$ cat src/rtl/mrtc_pkg.sv
package mrtc_pkg;

  localparam int unsigned PAGE_SHIFT = 12;
  localparam logic [31:0] PAGE_MASK  = 32'((64'd1 << PAGE_SHIFT) - 64'd1);
  localparam logic [32:0] PAGE_BYTES = 33'(64'd1 << PAGE_SHIFT);

  localparam logic [1:0] FLAG_READ  = 2'd0;
  localparam logic [1:0] FLAG_WRITE = 2'd1;
  localparam logic [1:0] FLAG_STACK = 2'd2;

  typedef enum logic [1:0] {
    REQ_MAP    = 2'd0,
    REQ_CHECK  = 2'd1,
    REQ_LOOKUP = 2'd2,
    REQ_NONE   = 2'd3
  } req_t;

  typedef enum logic [1:0] {
    ST_OK      = 2'd0,
    ST_INVALID = 2'd1,
    ST_FULL    = 2'd2,
    ST_OVERLAP = 2'd3
  } status_t;

  typedef enum logic [1:0] {
    REG_USER_BASE   = 2'd0,
    REG_USER_TOP    = 2'd1,
    REG_KERNEL_BASE = 2'd2,
    REG_KERNEL_TOP  = 2'd3
  } reg_t;

  typedef struct packed {
    logic [31:0] base;
    logic [31:0] limit;
    logic [2:0]  perms;
  } region_t;

  typedef struct packed {
    logic [31:0] user_lo;
    logic [31:0] user_hi;
    logic [31:0] kern_lo;
    logic [31:0] kern_hi;
  } cfg_t;

  typedef enum logic [3:0] {
    S_IDLE,
    S_FIND_START,
    S_FIND_EV_LAST,
    S_FIND_RD,
    S_FIND_EV,
    S_POS_RD,
    S_POS_EV,
    S_SHIFT_RD,
    S_SHIFT_WR,
    S_INS,
    S_RESP
  } state_t;

endpackage

$ cat src/rtl/mrtc_cfg.sv
module mrtc_cfg (
  input  logic             clk,
  input  logic             rst,
  input  logic             psel,
  input  logic             penable,
  input  logic             pwrite,
  input  logic [3:0]       paddr,
  input  logic [31:0]      pwdata,
  output logic [31:0]      prdata,
  output mrtc_pkg::cfg_t   cfg
);

  mrtc_pkg::reg_t sel;

  assign sel = mrtc_pkg::reg_t'(paddr[3:2]);

  always_ff @(posedge clk) begin
    if (rst) begin
      cfg.user_lo <= 32'h0020_0000;
      cfg.user_hi <= 32'hB000_0000;
      cfg.kern_lo <= 32'hC000_0000;
      cfg.kern_hi <= 32'hF800_0000;
    end else if (psel && penable && pwrite) begin
      unique case (sel)
        mrtc_pkg::REG_USER_BASE:   cfg.user_lo <= pwdata;
        mrtc_pkg::REG_USER_TOP:    cfg.user_hi <= pwdata;
        mrtc_pkg::REG_KERNEL_BASE: cfg.kern_lo <= pwdata;
        mrtc_pkg::REG_KERNEL_TOP:  cfg.kern_hi <= pwdata;
        default: ;
      endcase
    end
  end

  always_comb begin
    unique case (sel)
      mrtc_pkg::REG_USER_BASE:   prdata = cfg.user_lo;
      mrtc_pkg::REG_USER_TOP:    prdata = cfg.user_hi;
      mrtc_pkg::REG_KERNEL_BASE: prdata = cfg.kern_lo;
      mrtc_pkg::REG_KERNEL_TOP:  prdata = cfg.kern_hi;
      default:                   prdata = '0;
    endcase
  end

endmodule

$ cat config.mk
export PLATFORM = sky130hd
export DESIGN_NAME = mrtc_cfg
export DESIGN_NICKNAME = d
export VERILOG_FILES = /design/src/rtl/mrtc_pkg.sv /design/src/rtl/mrtc_cfg.sv
export SDC_FILE = /design/constraint.sdc
export NUM_CORES = 1
export LEC_CHECK = 0
export ABC_CLOCK_PERIOD_IN_PS = 1900
export BUFFER_PORTS_ARGS = -buffer_cell sky130_fd_sc_hd__buf_2
export CORE_MARGIN = 3
export CORE_UTILIZATION = 50
export DETAILED_ROUTE_END_ITERATION = 8
export PLACE_DENSITY = 0.88
export RECOVER_POWER = 25
export SLEW_MARGIN = 20
export SYNTH_ARGS = -nofsm -noshare
export SYNTH_HDL_FRONTEND = slang
export SYNTH_SLANG_ARGS = --single-unit
$ cat constraint.sdc
create_clock -name clk -period 1.9 [get_ports clk]
set_input_delay 0.38 -clock clk [delete_from_list [all_inputs] [get_ports clk]]
set_output_delay 0.38 -clock clk [all_outputs]
set_load 0.05 [all_outputs]
### Word-level counts from Yosys, hierarchy flattened

Cells that the tools add are included.

| storage, ports and cells | value |
|---|---|
| register bits after elaboration | 128 |
| bits of input ports | 41 |
| output and inout port bits | 160 |

| operators by class | value |
|---|---|
| reduce and logical (&&, ||, !) cells | 7 |
| equality and inequality tests | 3 |
| mux-type cells | 1 |

Operator list:

| operator | count |
|---|---|
| $pmux 32 s4 | 1 |
| $reduce_and 2->1 | 4 |
| $eq 2x2->1 const B | 2 |
| $eq 2x1->1 const B | 1 |
| $logic_and 1x1->1 | 2 |
| $logic_not 2->1 | 1 |

### Longest topological paths before layout

| depth | value |
|---|---|
| depth in word-level cells | 3 |
| depth in mapped cells | 6 |
| gate-level depth less buffers | 3 |

### Worst setup path before layout

Ideal clock, no wire load.

| timing | value |
|---|---|
| kind | input to output |
| start point | input port paddr[2] |
| end point | output port prdata[10] |
| path buffers | 2 |
| path slack | -0.006 ns |
| arrival time | 1.526 ns |
| data required time | 1.520 ns |
| cell stages on the path | 3 |
| cells stage by stage | buf_4 buf_2 mux4_2 |

| between the ends | value |
|---|---|
| word-level cells in the longest chain between the ends | 2 |
| elaborated cells between the ends (all ways) | 5 |

RTL lines:

| item | RTL line | source |
|---|---|---|
| start, declared | mrtc_cfg.sv:7 | `input logic [3:0] paddr,` |
| $eq 2x2->1, or another cell as far along | mrtc_cfg.sv:35 | `unique case (sel)` |
| $pmux 32 s4 * | mrtc_cfg.sv:35 |  |
| end, declared | mrtc_cfg.sv:9 | `output logic [31:0] prdata,` |

Mark *: on every way between the ends. The rest lies on a longest branch, timed or not.

### Worst setup path after layout

| timing | value |
|---|---|
| start point | input port paddr[2] |
| end point | output port prdata[31] |

The elaborated chain is that of the path after synthesis.

==> flow_summary.json <==
{
  "status": "complete, no violations",
  "synth_area_sq_um": 5880,
  "die_h_microns": 114,
  "cts_inserted_buffers": 17,
  "placed_cell_area_sq_um": 7060,
  "grt_pass1_vias": 5064,
  "synth_seq_cells": 128,
  "grt-ovfl-total": 0,
  "synth_area_leaders": "dfxtp_1, mux2i_1, nand2b_1",
  "dr_total_vias": 4819,
  "synth-edff-count": 0,
  "grt_pass1_wl_mm": 25.6,
  "die_w_microns": 114,
  "netlist.area_leader.share": 0.436,
  "first_iter_violations": 343,
  "clk_pin_slew_ns": 0.05,
  "async_flop_share": 0,
  "drive_above_1_share": 0.369,
  "irDropWorstVdd_mv": 0.565,
  "ff2ff_path_depth": 3,
  "clockBufferDepth": 2,
  "core_area_sq_um": 11200,
  "wirelength_mm": 15.9,
  "cts_tree": "built",
  "cts_max_level": 4,
  "cp.required_ns": 1.52,
  "drtPass1Iterations": 4,
  "largest_register": "cfg",
  "cp_max_fo": 20,
  "slew_headroom": 0.344,
  "period_minus_slack_ns": 1.88,
  "largest_reg_flops": 128,
  "synth.most_common_cell": "dfxtp_1",
  "drtAntennaViolNets": 0,
  "worstSetupStartpointType": "primary input",
  "antenna_found_initial": 0,
  "antennaDiodeCount": 0,
  "ctsResizeCount": 0,
  "start_util": 0.526,
  "avgSynthCellArea_sq_um": 10.9,
  "reg_top3": "cfg x128",
  "finalMaxSlewViolations": 0,
  "design.die.area_sq_um": 13100,
  "ys_seq_area_frac": 0.436,
  "r2r_slack_ns": 1.03,
  "synthCells": 539,
  "port_buffers": 198,
  "via_per_inst": 5.48,
  "nNetsFinal": 770,
  "cts_sinks": 128,
  "clk_latency_ns": 0.41,
  "worstPathArrival_ns": 1.50,
  "clock-root-buffer": "clkbuf_16",
  "drc": 0,
  "synth_common_cells": "dfxtp_1, nand2b_1, mux2i_1",
  "max-cap-violations": 0,
  "hold_slack_ns": 0.248,
  "hold_depth": 3,
  "grtUsageTotal": 0.247,
  "synth_top_area_cell": "dfxtp_1",
  "instances_no_fill": 879,
  "cts_hold_buffers": 0,
  "leakagePower_nw": 3.65,
  "grt_start_max_net_pins": 77,
  "fin_area_sq_um": 7520,
  "synthFlopType": "dfxtp_1",
  "io_pins": 201,
  "fin_skew_ns": 0,
  "critPathKind": "in -> out",
  "dpl.hpwl_mm": 11.3,
  "synthToLayoutAreaGrowth_pct": 27.8,
  "gp_congestion": 0.808,
  "rsz0062_at_grt": "true",
  "routedWlPerCell_microns": 18.1,
  "tightest_slew_ns": 0.984,
  "hold_class": "in -> reg",
  "placementRows": 38,
  "setup_viol": 0,
  "fin_crit_sh": 0.990,
  "cts_setup_buffers": 0,
  "max_freq_mhz": 532,
  "synth.distinct_cells": 18,
  "end_kind": "output port",
  "finalHoldViolCount": 0,
  "powerDensity_nw_per_um2": 844,
  "synthesis.nets": 580,
  "yosys_warnings": 0,
  "dp_cells": 850,
  "final_util": 0.673
}
layout make-up:
class,instances,area (sq um)
inverter,1,3.75
timing repair buffer,217,1180
multi-input combinational,364,3060
tap,140,175
sequential,128,2560
clock buffer,22,474
clock inverter,7,62.6
fill,830,3660
path summary, 6_finish.rpt:
path                        startpoint                    to
setup reg to reg  cfg[42]$_SDFFE_PP0P_  cfg[42]$_SDFFE_PP0P_
setup / recovery              paddr[2]            prdata[31]
hold reg to reg   cfg[85]$_SDFFE_PP0P_  cfg[85]$_SDFFE_PP0P_
hold / removal              pwdata[27]  cfg[27]$_SDFFE_PP1P_
cells by family (layout without fill, tap and decap cells):
group,Yosys count,count (layout),share of synthesized area
compound gates,60,60,0.0511
buf+inv,47,247,0.0440
flops,128,128,0.436
simple gates,174,174,0.180
mux,130,130,0.289
power breakdown:
part | internal (mW) | switching [mW] | leakage, nW
Clock | 1.86 | 1.11 | 0.267
Sequential | 2.72 | 0.0279 | 1.03
Combinational | 0.217 | 0.400 | 2.35
through the flow:
step                setup slack [ns]  power, mW  setup TNS (ns)
floorplan                     0.0573       3.25               0
global placement              0.0322       3.41               0
detailed placement            0.0112       3.43               0
CTS                           0.0241       6.38               0
global route                -0.00242       6.55        -0.00242
finish                        0.0199       6.34               0
placed cells by master, fill, tap and decap left out, types with 2 or more instances in the layout:
cell / n
buf_12: 6
buf_2: 197
buf_4: 5
clkbuf_1: 7
clkbuf_16: 17
clkbuf_2: 4
clkbuf_8: 3
clkinv_2: 5
dfxtp_1: 128
mux2i_1: 98
mux4_2: 32
nand2b_1: 120
nor2_1: 17
nor2b_1: 30
o21ai_0: 60
or3_1: 2
critical path, cell delays in order:
cell	delay, ns
buf_2	0.14
buf_12	0.19
mux4_2	0.54
buf_2	0.23
layer usage:
metal / vias to the layer above / share of wire / GRT usage
met5: - / 0 / 0
li1: 2237 / - / -
met2: 190 / 0.52 / 0.445
met1: 2362 / 0.39 / 0.275
met4: 0 / 0.023 / 0.103
met3: 30 / 0.069 / 0.0634
Power figures use the tool's default switching activity.
